<file path="src/hdl/pdbf_pkg.sv">
`default_nettype none
package pdbf_pkg;

  localparam int unsigned CfgDataW = 64;
  localparam int unsigned CfgAddrW = 6;

  // Frame layout
  localparam logic [15:0] ETHERTYPE_IPV4 = 16'h0800;
  localparam logic [7:0]  PROTO_UDP      = 8'd17;
  localparam logic [3:0]  MIN_IHL        = 4'd5;
  localparam logic [7:0]  POS_ETYPE_HI   = 8'd12;
  localparam logic [7:0]  POS_ETYPE_LO   = 8'd13;
  localparam logic [7:0]  POS_IHL        = 8'd14;
  localparam logic [7:0]  POS_PROTO      = 8'd23;
  localparam logic [7:0]  ETH_HDR_BYTES  = 8'd14;
  localparam logic [7:0]  UDP_HDR_BYTES  = 8'd6;
  localparam logic [7:0]  UDP_LAST_OFS   = 8'd5;
  localparam logic [7:0]  POS_MAX        = 8'd255;

  // UDP header byte offsets
  localparam logic [2:0] UDP_SRC_HI = 3'd0;
  localparam logic [2:0] UDP_SRC_LO = 3'd1;
  localparam logic [2:0] UDP_DST_HI = 3'd2;
  localparam logic [2:0] UDP_DST_LO = 3'd3;
  localparam logic [2:0] UDP_LEN_HI = 3'd4;

  // Register reset values
  localparam logic [15:0] RST_PORT_NUMBER = 16'd8805;
  localparam logic [15:0] RST_UDP_LENGTH  = 16'd24;
  localparam logic [7:0]  RST_MSG_TYPE    = 8'd54;
  localparam logic [7:0]  RST_MSG_OFFSET  = 8'd43;
  localparam logic [63:0] RST_WINDOW_NS   = 64'd1000000000;

  typedef enum logic [2:0] {
    REG_PORT_NUMBER = 3'd0,
    REG_UDP_LENGTH  = 3'd1,
    REG_MSG_TYPE    = 3'd2,
    REG_MSG_OFFSET  = 3'd3,
    REG_WINDOW_NS   = 3'd4
  } reg_idx_e;

  typedef struct packed {
    logic [15:0] port_number;
    logic [15:0] udp_length_match;
    logic [7:0]  message_type_match;
    logic [7:0]  message_offset;
    logic [63:0] window_ns;
  } cfg_t;

  // One processed item handed from the parser to the verdict stage
  typedef struct packed {
    logic        eof;
    logic        qualify;
    logic [63:0] time_ns;
  } step_t;

endpackage
`default_nettype wire

</file>
<file path="src/hdl/pdbf_regs.sv">
`default_nettype none
module pdbf_regs
  import pdbf_pkg::*;
(
  input  wire logic                clk_i,
  input  wire logic                rst_ni,
  input  wire logic                psel,
  input  wire logic                penable,
  input  wire logic                pwrite,
  input  wire logic [CfgAddrW-1:0] paddr,
  input  wire logic [CfgDataW-1:0] pwdata,
  output logic      [CfgDataW-1:0] prdata,
  output logic                     pready,
  output cfg_t                     cfg_o
);

  cfg_t     cfg_q;
  reg_idx_e idx;
  logic     wr_en;

  assign idx    = reg_idx_e'(paddr[CfgAddrW-1:3]);
  assign pready = 1'b1;
  assign wr_en  = psel & penable & pwrite & pready;

  always_ff @(posedge clk_i or negedge rst_ni) begin
    if (!rst_ni) begin
      cfg_q.port_number        <= RST_PORT_NUMBER;
      cfg_q.udp_length_match   <= RST_UDP_LENGTH;
      cfg_q.message_type_match <= RST_MSG_TYPE;
      cfg_q.message_offset     <= RST_MSG_OFFSET;
      cfg_q.window_ns          <= RST_WINDOW_NS;
    end else if (wr_en) begin
      case (idx)
        REG_PORT_NUMBER: cfg_q.port_number        <= pwdata[15:0];
        REG_UDP_LENGTH:  cfg_q.udp_length_match   <= pwdata[15:0];
        REG_MSG_TYPE:    cfg_q.message_type_match <= pwdata[7:0];
        REG_MSG_OFFSET:  cfg_q.message_offset     <= pwdata[7:0];
        REG_WINDOW_NS:   cfg_q.window_ns          <= pwdata;
        default: ;
      endcase
    end
  end

  always_comb begin
    case (idx)
      REG_PORT_NUMBER: prdata = {48'd0, cfg_q.port_number};
      REG_UDP_LENGTH:  prdata = {48'd0, cfg_q.udp_length_match};
      REG_MSG_TYPE:    prdata = {56'd0, cfg_q.message_type_match};
      REG_MSG_OFFSET:  prdata = {56'd0, cfg_q.message_offset};
      REG_WINDOW_NS:   prdata = cfg_q.window_ns;
      default:         prdata = '0;
    endcase
  end

  assign cfg_o = cfg_q;

endmodule
`default_nettype wire

</file>
<file path="src/hdl/pdbf_parse.sv">
`default_nettype none
module pdbf_parse
  import pdbf_pkg::*;
(
  input  wire logic        clk_i,
  input  wire logic        rst_ni,
  input  cfg_t             cfg_i,
  input  wire logic        step_i,
  input  wire logic [7:0]  byte_i,
  input  wire logic        eof_i,
  output logic             qualify_o
);

  logic [7:0]  pos_q, pos_d;
  logic        past_end_q, past_end_d;
  logic [15:0] etype_q, etype_d;
  logic [7:0]  proto_q, proto_d;
  logic [3:0]  hw_q, hw_d;
  logic [15:0] src_q, src_d;
  logic [15:0] dst_q, dst_d;
  logic [15:0] len_q, len_d;
  logic [7:0]  msg_q, msg_d;
  logic [7:0]  udp_start;
  logic [7:0]  udp_ofs;
  logic        in_udp;
  logic        long_enough;

  // UDP header follows the IP header; IHL taken from this byte if it is byte 14
  assign udp_start = ETH_HDR_BYTES + {2'b00, hw_d, 2'b00};
  assign udp_ofs   = pos_q - udp_start;
  assign in_udp    = (pos_q >= udp_start) && (pos_q < udp_start + UDP_HDR_BYTES);

  always_comb begin
    etype_d = etype_q;
    proto_d = proto_q;
    hw_d    = hw_q;
    src_d   = src_q;
    dst_d   = dst_q;
    len_d   = len_q;
    msg_d   = msg_q;
    if (!past_end_q) begin
      if (pos_q == POS_ETYPE_HI) etype_d[15:8] = byte_i;
      if (pos_q == POS_ETYPE_LO) etype_d[7:0]  = byte_i;
      if (pos_q == POS_IHL)      hw_d          = byte_i[3:0];
      if (pos_q == POS_PROTO)    proto_d       = byte_i;
      if (pos_q == cfg_i.message_offset) msg_d = byte_i;
    end
    if (!past_end_q && in_udp) begin
      case (udp_ofs[2:0])
        UDP_SRC_HI: src_d[15:8] = byte_i;
        UDP_SRC_LO: src_d[7:0]  = byte_i;
        UDP_DST_HI: dst_d[15:8] = byte_i;
        UDP_DST_LO: dst_d[7:0]  = byte_i;
        UDP_LEN_HI: len_d[15:8] = byte_i;
        default:    len_d[7:0]  = byte_i;
      endcase
    end
  end

  always_comb begin
    pos_d      = pos_q;
    past_end_d = past_end_q;
    if (pos_q == POS_MAX) past_end_d = 1'b1;
    else                  pos_d      = pos_q + 8'd1;
  end

  // Every needed byte must have been seen, unless the frame ran past byte 255
  assign long_enough = past_end_q ||
                       ((pos_q >= POS_PROTO) && (pos_q >= udp_start + UDP_LAST_OFS) &&
                        (pos_q >= cfg_i.message_offset));

  assign qualify_o = long_enough
                   && (etype_d == ETHERTYPE_IPV4)
                   && (proto_d == PROTO_UDP)
                   && (hw_d >= MIN_IHL)
                   && (src_d == cfg_i.port_number)
                   && (dst_d == cfg_i.port_number)
                   && (len_d == cfg_i.udp_length_match)
                   && (msg_d == cfg_i.message_type_match);

  always_ff @(posedge clk_i or negedge rst_ni) begin
    if (!rst_ni) begin
      pos_q      <= '0;
      past_end_q <= 1'b0;
      etype_q    <= '0;
      proto_q    <= '0;
      hw_q       <= '0;
      src_q      <= '0;
      dst_q      <= '0;
      len_q      <= '0;
      msg_q      <= '0;
    end else if (step_i) begin
      if (eof_i) begin
        pos_q      <= '0;
        past_end_q <= 1'b0;
        etype_q    <= '0;
        proto_q    <= '0;
        hw_q       <= '0;
        src_q      <= '0;
        dst_q      <= '0;
        len_q      <= '0;
        msg_q      <= '0;
      end else begin
        pos_q      <= pos_d;
        past_end_q <= past_end_d;
        etype_q    <= etype_d;
        proto_q    <= proto_d;
        hw_q       <= hw_d;
        src_q      <= src_d;
        dst_q      <= dst_d;
        len_q      <= len_d;
        msg_q      <= msg_d;
      end
    end
  end

endmodule
`default_nettype wire

</file>
<file path="src/hdl/pdbf_verdict.sv">
`default_nettype none
module pdbf_verdict
  import pdbf_pkg::*;
(
  input  wire logic        clk_i,
  input  wire logic        rst_ni,
  input  wire logic [63:0] window_ns_i,
  input  wire logic        step_i,
  input  step_t            step_data_i,
  input  wire logic        out_ready_i,
  output logic             out_valid_o,
  output logic             keep_o,
  output logic             can_load_o
);

  logic        out_valid_q;
  logic        keep_q, keep_d;
  logic        have_prev_q;
  logic [63:0] prev_stamp_q;
  logic [63:0] delta;
  logic        fire;
  logic        hit;

  assign can_load_o = !out_valid_q || out_ready_i;
  assign fire       = step_i && step_data_i.eof;
  assign hit        = fire && step_data_i.qualify;

  // Mod 2^64 delta, so a wrapped clock gives a large value
  assign delta  = step_data_i.time_ns - prev_stamp_q;
  assign keep_d = step_data_i.qualify && have_prev_q && (delta < window_ns_i);

  always_ff @(posedge clk_i or negedge rst_ni) begin
    if (!rst_ni) begin
      out_valid_q <= 1'b0;
      have_prev_q <= 1'b0;
    end else begin
      if (fire)             out_valid_q <= 1'b1;
      else if (out_ready_i) out_valid_q <= 1'b0;
      if (hit) have_prev_q <= 1'b1;
    end
  end

  always_ff @(posedge clk_i) begin
    if (fire) keep_q <= keep_d;
    if (hit)  prev_stamp_q <= step_data_i.time_ns;
  end

  assign out_valid_o = out_valid_q;
  assign keep_o      = keep_q;

endmodule
`default_nettype wire

</file>
<file path="src/hdl/pfcp_deletion_burst_filter_unit.sv">
`default_nettype none
// Channel   | Dir | Handshake                  | Payload
// s_axis    | in  | s_axis_tvalid/tready       | tdata[7:0] frame_byte, [71:8] time_ns;
//           |     |                            | tlast end_of_frame
// m_axis    | out | m_axis_tvalid/tready       | tdata[0] keep, [7:1] zero
// apb       | in  | psel/penable/pwrite/pready | 64-bit regs at 8*index
//
// One byte per cycle sustained, except that an end-of-frame byte waits while the last verdict is not yet taken.
// Latency is set by the input register and the result register around the
// byte capture, field compare and 64-bit window compare.
// Reset clears the frame position, the stored-match flag and both valid flags.
// A pending verdict holds off input only once the next end-of-frame byte sits in the
// input register; the bytes before it flow.
module pfcp_deletion_burst_filter_unit
  import pdbf_pkg::*;
(
  input  wire logic                clk_i,
  input  wire logic                rst_ni,
  input  wire logic                s_axis_tvalid,
  output logic                     s_axis_tready,
  input  wire logic [71:0]         s_axis_tdata,   // frame_byte, time_ns
  input  wire logic                s_axis_tlast,
  output logic                     m_axis_tvalid,
  input  wire logic                m_axis_tready,
  output logic      [7:0]          m_axis_tdata,   // keep, 7 zero bits
  input  wire logic                psel,
  input  wire logic                penable,
  input  wire logic                pwrite,
  input  wire logic [CfgAddrW-1:0] paddr,
  input  wire logic [CfgDataW-1:0] pwdata,
  output logic      [CfgDataW-1:0] prdata,
  output logic                     pready
);

  cfg_t        cfg;
  logic        in_valid_q;
  logic [7:0]  in_byte_q;
  logic        in_eof_q;
  logic [63:0] in_time_q;
  logic        advance;
  logic        can_load;
  logic        qualify;
  logic        keep;
  step_t       step_data;

  pdbf_regs u_regs (
    .clk_i   (clk_i),
    .rst_ni  (rst_ni),
    .psel    (psel),
    .penable (penable),
    .pwrite  (pwrite),
    .paddr   (paddr),
    .pwdata  (pwdata),
    .prdata  (prdata),
    .pready  (pready),
    .cfg_o   (cfg)
  );

  assign advance       = in_valid_q && (!in_eof_q || can_load);
  assign s_axis_tready = !in_valid_q || advance;

  always_ff @(posedge clk_i or negedge rst_ni) begin
    if (!rst_ni) begin
      in_valid_q <= 1'b0;
    end else if (s_axis_tready) begin
      in_valid_q <= s_axis_tvalid;
    end
  end

  always_ff @(posedge clk_i) begin
    if (s_axis_tvalid && s_axis_tready) begin
      in_byte_q <= s_axis_tdata[7:0];
      in_time_q <= s_axis_tdata[71:8];
      in_eof_q  <= s_axis_tlast;
    end
  end

  pdbf_parse u_parse (
    .clk_i     (clk_i),
    .rst_ni    (rst_ni),
    .cfg_i     (cfg),
    .step_i    (advance),
    .byte_i    (in_byte_q),
    .eof_i     (in_eof_q),
    .qualify_o (qualify)
  );

  assign step_data.eof     = in_eof_q;
  assign step_data.qualify = qualify;
  assign step_data.time_ns = in_time_q;

  pdbf_verdict u_verdict (
    .clk_i       (clk_i),
    .rst_ni      (rst_ni),
    .window_ns_i (cfg.window_ns),
    .step_i      (advance),
    .step_data_i (step_data),
    .out_ready_i (m_axis_tready),
    .out_valid_o (m_axis_tvalid),
    .keep_o      (keep),
    .can_load_o  (can_load)
  );

  assign m_axis_tdata = {7'd0, keep};

endmodule
`default_nettype wire

</file>
<file path="config.mk">
export PLATFORM = sky130hd
export DESIGN_NAME = pfcp_deletion_burst_filter_unit
export DESIGN_NICKNAME = d
export VERILOG_FILES = /design/src/hdl/pdbf_pkg.sv /design/src/hdl/pdbf_regs.sv /design/src/hdl/pdbf_parse.sv /design/src/hdl/pdbf_verdict.sv /design/src/hdl/pfcp_deletion_burst_filter_unit.sv
export SDC_FILE = /design/constraint.sdc
export NUM_CORES = 1
export LEC_CHECK = 0
export BUFFER_PORTS_ARGS = -buffer_cell sky130_fd_sc_hd__buf_2
export CORE_ASPECT_RATIO = 0.8
export CORE_MARGIN = 4
export CORE_UTILIZATION = 60
export DETAILED_ROUTE_END_ITERATION = 10
export GPL_TIMING_DRIVEN = 0
export PLACE_DENSITY = 0.81
export SYNTH_ARGS = -nofsm -noshare
export SYNTH_HDL_FRONTEND = slang
export SYNTH_SLANG_ARGS = --single-unit
</file>
<file path="constraint.sdc">
create_clock -name clk_i -period 22 [get_ports clk_i]
set_input_delay 2.2 -clock clk_i [delete_from_list [all_inputs] [get_ports clk_i]]
set_output_delay 2.2 -clock clk_i [all_outputs]
set_load 0.02 [all_outputs]
</file>
### Word level (Yosys, flattened, before mapping)

Index checks and enable logic that the tools add are counted.

* bits in registers: 346
* word-level logic and storage cells: 127

* add/sub/neg operators: 6
* order comparisons: 7
* eq/ne operators: 21
* mux-type cells: 32
* bitwise gates (word level): 2
* reduce and logical (&&, ||, !) cells: 37

Operator list (number)
* $pmux W64 S5: 1
* $mux W16: 8
* $mux W8: 16
* $lt A64 B64 Y1: 1
* $sub A64 B64 Y64: 1
* $eq A16 B16 Y1: 3
* $eq A8 B4 Y1 const B: 3
* $logic_and A1 B1 Y1: 17
* $add A7 B3 Y8 const B: 2
* $eq A16 B12 Y1 const B: 1
* $eq A8 B5 Y1 const B: 2
* $eq A8 B8 Y1: 2
* $ge A8 B8 Y1: 2
* $reduce_and A2 Y1: 7
* $eq A3 B2 Y1 const B: 4
* $mux W4: 3
* $add A8 B1 Y8 const B: 1
* $eq A8 B8 Y1 const B: 1
* $ge A8 B5 Y1 const B: 1
* $ge A8 B7 Y1: 1
* $lt A8 B8 Y1: 1
* $add A4 B6 Y7 const A: 1
* $eq A3 B1 Y1 const B: 2
* $eq A3 B3 Y1 const B: 2
* 10 further kinds: 22

### Logic depth before layout (Yosys ltp)

Gate-level depths: netlist (run 1).

* depth in word-level cells: 18
* depth in mapped cells: 26

### By module

From an unflattened synthesis (run 1), not the netlist that was laid out.

* cells, all modules: 2196
* area, all modules: 22186.3 um2

By module, submodules not included
* pdbf_verdict: instances 1, cells an instance 938, area an instance 7783.7 um2, seq. area each 2001.9 um2
* pdbf_parse: instances 1, cells an instance 797, area an instance 6970.4 um2, seq. area each 2327.2 um2
* pdbf_regs: instances 1, cells an instance 373, area an instance 5104.9 um2, seq. area each 2839.0 um2
* pfcp_deletion_burst_filter_unit: instances 1, cells an instance 88, area an instance 2327.2 um2, seq. area each 2217.1 um2

### Least setup slack after synthesis (run 1)

No wires, ideal clock.

* kind: register to register
* start point: register u_parse.past_end_q
* end point: register u_verdict.prev_stamp_q[0] (enable)
* setup time: 0.487 ns
* data arrival time: 7.130 ns
* required time: 21.513 ns
* path slack: 14.383 ns
* cell stages (with the launch flop): 20
* buffers on the path: 1
* cell sequence: dfrtp_1 -> buf_6 -> nor4_4 -> nand3_2 -> a21oi_1 -> xnor2_1 -> ha_1 -> inv_1 -> ha_1 -> a21oi_1 -> a21oi_1 -> a211oi_2 -> nand3_2 -> nand3b_1 -> o21ai_0 -> a2111oi_2 -> o2111ai_1 -> a2111oi_2 -> nand4_1 -> nor2_1

* cells in the longest elaborated chain, start to end: 15
* elaborated cells on any way between the ends: 47

Ends and longest elaborated chain
* from (decl): line pdbf_parse.sv:15 `logic past_end_q, past_end_d;`
* from (signal assigned): line pdbf_parse.sv:105 `past_end_q <= past_end_d;`
* branches (longest 13 deep; another with $add A7 B3 Y8)
* $logic_and A1 B1 Y1 *: line pdbf_parse.sv:79 `&& (msg_d == cfg_i.message_type_match);`
* $logic_and A1 B1 Y1 *: line pdbf_verdict.sv:26 `assign hit = fire && step_data_i.qualify;`
* named net u_verdict.hit: line pdbf_verdict.sv:22 `logic hit;`
* to (signal assigned): line pdbf_verdict.sv:45 `if (hit) prev_stamp_q <= step_data_i.time_ns;`
* to (decl): line pdbf_verdict.sv:19 `logic [63:0] prev_stamp_q;`

Mark *: on every way through the listed nets, which the timed path passes.
A chain may end at the register's enable or synchronous reset.

### Final worst setup path (run 1)

* start point: register u_parse.pos_q[0]
* end point: register u_verdict.prev_stamp_q[22] (enable)

* cells in the longest elaborated chain, start to end: 17
* elaborated cells on any way between the ends: 58

Ends and longest elaborated chain
* from (decl): line pdbf_parse.sv:14 `logic [7:0] pos_q, pos_d;`
* from (signal assigned): line pdbf_parse.sv:104 `pos_q <= pos_d;`
* branches (longest 15 deep; another with $add A7 B3 Y8)
* $logic_and A1 B1 Y1 *: line pdbf_parse.sv:79
* $logic_and A1 B1 Y1 *: line pdbf_verdict.sv:26
* named net u_verdict.hit: line pdbf_verdict.sv:22

Marked as above.

==> results.ini, run 1 <==
[timing]
relSlewSlack=0.2190
tns_ns=0
finalHoldViolations=0
fin_worst_skew_ns=0.01577
grt_setup_unrepaired=no
final-setup-viol-count=0
worstMarginPinSlew_ns=1.171
fmax_mhz=130.5
drv_slew=0
fin_crit_ns=7.661
fin_crit_sh=0.3482

[critical_path]
path_cells=inv_1 -> ha_1 -> clkbuf_1 -> nand3_2 -> a21oi_1 -> xnor2_1 -> ha_1 -> inv_1 -> ha_1 -> a21oi_1 -> a21oi_1 -> a211oi_2 -> nand3_2 -> nand3b_1 -> o21ai_0 -> a2111oi_2 -> o2111ai_1 -> a2111oi_2 -> nand4_1 -> nor2_4 -> buf_12 -> buf_12
critPathCaptureType=flop
path_depth=22
arrival_ns=7.90
r2r_start=u_parse.pos_q[0]$_DFFE_PN0P_
cp_max_fo=32
required_ns=22.23
rr_worst_depth=22
cp.buffers_inverters=5
crit_family=compound AO/OA/AOI/OAI gates
cp-startpoint=u_parse.pos_q[0]$_DFFE_PN0P_
timing_worst_setup_path_type=reg -> reg
max_stage_delay_ns=0.89
critPathSlowestCell=a211oi_2
start_kind=flop

[worst_hold_path]
min-delay-start=in_time_q[42]$_DFFE_PP_
hold_depth=0
hp-class=reg -> reg

[clocking]
cts_hold_buf=0
root_buffer=clkbuf_16
cts.path.max_buffers=3
clk_pin_slew_ns=0.06
clk_latency_ns=0.54
cts.sinks=346
h-tree-depth=2
cts-buffers-inserted=38
ctsResizeCount=0
tritoncts=done
cts_setup_buffers=0

[global_routing]
grt_pass1_wl_mm=102.8
grt_antenna_before_repair=6
grt_pass1_vias=18000
grt_max_degree=88
overflow=0
track_usage=0.3404

[routing]
ant_nets=0
avgRoutedWirePerCell_um=22.36
vias=19010
drt_iter0_markers=2431
dr.pass1.iters=7
wl_mm=67.47
viasPerCell=6.298
drc=0

[outcome]
outcome=complete, no violations

[synth]
synthArstFlopShare=0.6012
yosysTopAreaCell=dfrtp_1
syn_area_per_cell_um2=9.486
yosys_warnings=0
synth_cell_types=84
synth_seq_cells=346
yosysSeqAreaShare=0.4411
synth_ff_type=dfrtp_1
netlist_top_cells_count=230 x nand2_1, 219 x o21ai_0, 208 x inv_1
synth-edff-count=138
synthCells=2243
synth_top_area_share=0.2105
synth_most_common_cell=nand2_1
syn-cell-area_um2=21280
synthTopCellsByArea=dfrtp_1 21%, edfxtp_1 19%, ha_1 9.2%

[power]
peakVddDrop_mv=0.07371
powerDensity_nw_per_um2=88.29
leakage_nw=11.05
finalPower_w=0.002170

[die]
initial_utilization=0.6100
die_x_um=218.5
core_um2=34880
num_rows=61
die_height_um=176.4
io-pin-count=225
dieArea_um2=38560

[place]
io_buffers=213
dp_hpwl_mm=49.27
gp_congestion=1.015

[run]
max-cap-violations=0

[finish]
drive_gt1_frac=0.1583
fin_nets=2818
syn_to_final_growth_pct=15.51

-- path summary, 6_finish.rpt --
kind / to / slack [ns]
max in group asynchronous: u_regs.cfg_o[20]$_DFFE_PN1P_ / 19.23
min in group asynchronous: u_parse.src_q[9]$_DFFE_PN0P_ / 1.56
worst min register to register: u_verdict.prev_stamp_q[42]$_DFFE_PP_ / 0.46
worst max register to register: u_verdict.prev_stamp_q[22]$_DFFE_PP_ / 14.34
worst max-delay path: u_verdict.prev_stamp_q[22]$_DFFE_PP_ / 14.34
worst min-delay path: u_verdict.prev_stamp_q[42]$_DFFE_PP_ / 0.46
-- power breakdown --
| part | total (W) | switching (W) | internal (W) |
|---|---|---|---|
| clock network | 0.000727 | 0.000275 | 0.000452 |
| registers | 0.000884 | 0.000102 | 0.000782 |
| logic | 0.000558 | 0.000330 | 0.000228 |
-- stage by stage --
step,setup slack (ns),util,std cells,cell area [um^2],hold slack [ns]
final,14.34,0.7046,3018,24580,0.4578
after global routing,14.00,0.7046,3018,24580,0.4746
after CTS,14.56,0.7042,3012,24560,0.4587
after detailed placement,14.57,0.6630,2942,23120,0.4440
after global placement,11.01,0.6584,2936,22960,0.4337
after floorplan,14.38,-,2251,21310,0.4264
-- flip-flops by register name, indices dropped and copies added, names as in the netlist --
signal,cells
in_byte_q,8
in_eof_q,1
in_time_q,64
in_valid_q,1
u_parse.dst_q,16
u_parse.etype_q,16
u_parse.hw_q,4
u_parse.len_q,16
u_parse.msg_q,8
u_parse.past_end_q,1
u_parse.pos_q,8
u_parse.proto_q,8
u_parse.src_q,16
u_regs.cfg_o,112
u_verdict.have_prev_q,1
u_verdict.keep_o,1
u_verdict.out_valid_o,1
u_verdict.prev_stamp_q,64
-- cell usage in the layout, fill, tap and decap left out, drive strengths merged, types with 74 or more instances in the layout --
cell type,Yosys,routed
nand2,230,230
edfxtp,138,138
a21oi,139,139
nor2,110,110
inv,208,209
ha,157,157
clkbuf,95,146
a22oi,74,74
buf,28,247
dfrtp,179,179
o21ai,220,220
-- kinds of logic after synthesis --
| group | count (synthesis) | share of synthesized area |
|---|---|---|
| multiplexers | 75 | 0.03793 |
| AO/OA/AOI/OAI | 674 | 0.2006 |
| other | 2 | 0.0003530 |
| XOR/XNOR | 97 | 0.03993 |
| buffers and inverters | 333 | 0.06116 |
| AND/OR/NAND/NOR | 558 | 0.1257 |
| adder cells (fa/ha/maj) | 158 | 0.09327 |
| flip-flops | 346 | 0.4411 |
-- layer usage --
layer	vias to the layer above	global-route usage	part of all wire
met5	-	0	0
met4	0	0.09608	0.030
met3	145	0.08224	0.11
met2	1108	0.4941	0.43
met1	9197	0.5111	0.43
li1	8557	-	-
-- final cells by class --
| class | count | area (um^2) |
|---|---|---|
| repair buffers | 219 | 1206 |
| flip-flops and latches | 346 | 9385 |
| clock buffers | 51 | 1155 |
| diodes | 6 | 15.01 |
| multi-input cells | 1572 | 10640 |
| well taps | 472 | 590.6 |
| inverters | 210 | 788.3 |
| plain buffers | 123 | 513.0 |
| clock inverters | 19 | 281.5 |
| fillers | 2712 | 10300 |
Power figures use the tool's default switching activity.
==> run 2, diff against run 1 <==
==> constraint.sdc (replaced) <==
create_clock -name clk_i -period 7.25 [get_ports clk_i]
set_input_delay 0.725 -clock clk_i [delete_from_list [all_inputs] [get_ports clk_i]]
set_output_delay 0.725 -clock clk_i [all_outputs]
set_load 0.02 [all_outputs]
==> results.ini, run 2 (same netlist as run 1, synthesis figures left out) <==
[outcome]
outcome=complete, no violations

[clocking]
root_buffer=clkbuf_16
h-tree-depth=2
tritoncts=done
cts_hold_buf=0
cts.path.max_buffers=3
clk_pin_slew_ns=0.07
clk_latency_ns=0.55
cts-buffers-inserted=38
cts.sinks=346

[critical_path]
critPathCaptureType=flop
cp_max_fo=32
required_ns=7.48
start_kind=flop
timing_worst_setup_path_type=reg -> reg
arrival_ns=7.17

[place]
io_buffers=213
gp_congestion=1.022
dp_slack_ns=-0.2950
dp_hpwl_mm=48.99

[global_routing]
grt_use_met3=0.09171
grt_antenna_before_repair=5
track_usage=0.3399
grt_pass1_wl_mm=101.9
grt_max_degree=107
overflow=0
met2_usage=0.4904
grt_pass1_vias=17900
grt_use_met1=0.5046
grt-busiest-layer=met1

[timing]
fmax_mhz=144.1
tns_ns=0
worstMarginPinSlew_ns=1.116
fin_crit_sh=0.9572
finalHoldViolations=0
fin_worst_skew_ns=0.01711
final-setup-viol-count=0
fin_crit_ns=6.939
setup_ws_ns=0.3106
drv_slew=0
relSlewSlack=0.2559

[finish]
fillers=2699
final_cell_mix=230 x nand2_1, 219 x o21ai_0, 217 x buf_2
syn_to_final_growth_pct=15.13
fin_nets=2819
drive_gt1_frac=0.1590
mostFrequentLayoutCell=nand2_1
largest_register_ffs=112

[run]
max-cap-violations=0

[power]
powerDensity_nw_per_um2=262.9
peakVddDrop_mv=0.2662
leakage_nw=11.00

[routing]
drt_iter0_markers=2289
vias=18950
ant_nets=0
dr.pass1.iters=6
avgRoutedWirePerCell_um=22.42
viasPerCell=6.276
wl_mm=67.68
drc=0

[die]
dieArea_um2=38560
initial_utilization=0.6100
core_um2=34880
num_rows=61
io-pin-count=225
die_height_um=176.4
die_x_um=218.5

[worst_hold_path]
hp-class=in -> async

==> run 2: final timing paths <==
check / from / endpoint / slack (ns) / cells after the start
worst max-delay path: u_parse.pos_q[0]$_DFFE_PN0P_ / u_verdict.prev_stamp_q[23]$_DFFE_PP_ / 0.31 / 23
worst min-delay path: rst_ni / u_parse.src_q[10]$_DFFE_PN0P_ / 0.24 / 1
worst max register to register: u_parse.pos_q[0]$_DFFE_PN0P_ / u_verdict.prev_stamp_q[23]$_DFFE_PP_ / 0.31 / 23
worst min register to register: in_time_q[0]$_DFFE_PP_ / u_verdict.prev_stamp_q[0]$_DFFE_PP_ / 0.45 / 0
max in group asynchronous: rst_ni / u_regs.cfg_o[50]$_DFFE_PN0P_ / 5.93 / 2
min in group clk_i: s_axis_tdata[21] / in_time_q[13]$_DFFE_PP_ / 0.36 / 1
==> run 2: where the power goes <==
part	internal (W)	switching (W)	total [W]
combinational	0.000693	0.00101	0.00170
clock	0.00123	0.000835	0.00207
sequential	0.00237	0.000299	0.00267
total	0.00430	0.00214	0.00644
==> run 2: through the flow <==
stage | cells | power (W) | util | cell area, um^2 | hold slack (ns)
global placement | 2936 | 0.004264 | 0.6584 | 22970 | 0.4352
floorplan | 2251 | 0.003742 | - | 21310 | 0.4264
global route | 3018 | 0.006734 | 0.7022 | 24490 | 0.3044
finish | 3019 | 0.006440 | 0.7023 | 24500 | 0.2424
CTS | 3013 | 0.006398 | 0.7014 | 24460 | 0.2616
detailed placement | 2941 | 0.004326 | 0.6622 | 23100 | 0.4458
==> run 2: area by class of cell <==
| type | instances | area, um^2 | area share |
|---|---|---|---|
| buffer | 122 | 510.5 | 0.02084 |
| clock inverter | 14 | 138.9 | 0.005670 |
| multi-input combinational | 1573 | 10670 | 0.4355 |
| clock buffer | 56 | 1205 | 0.04919 |
| sequential | 346 | 9385 | 0.3831 |
| timing repair buffer | 220 | 1194 | 0.04873 |
| antenna | 6 | 15.01 | 0.0006129 |
| tap | 472 | 590.6 | 0.02411 |
| inverter | 210 | 788.3 | 0.03218 |
==> run 2: timing repair <==
action                     CTS  global route
resized for setup            1             4
cloned                       0             1
pin swaps                    1             1
buffers inserted             2             0
setup endpoints to repair   56            56
==> run 2: per-layer routing <==
metal / routed length [um] / share of wire / up-vias
li1: - / - / 8565
met1: 29000 / 0.43 / 9222
met2: 28750 / 0.42 / 1015
met3: 7904 / 0.12 / 146
met4: 2025 / 0.030 / 0
met5: 0 / 0 / -
==> run 2: critical path, stage by stage, from the launching register on <==
cell       delay (ns)
dfrtp_1          0.47
inv_1            0.16
ha_1             0.50
nand3_2          0.32
nor2_1           0.24
a21oi_2          0.10
xnor2_1          0.34
ha_1             0.31
inv_1            0.06
ha_1             0.23
a21oi_1          0.17
a21oi_2          0.15
a211oi_4         0.48
nand3_2          0.34
nand3b_1         0.18
o21ai_0          0.12
a2111oi_2        0.51
o2111ai_1        0.30
a2111oi_2        0.47
nand4_1          0.15
buf_4            0.21
nor2_4           0.28
buf_12           0.25
buf_12           0.24
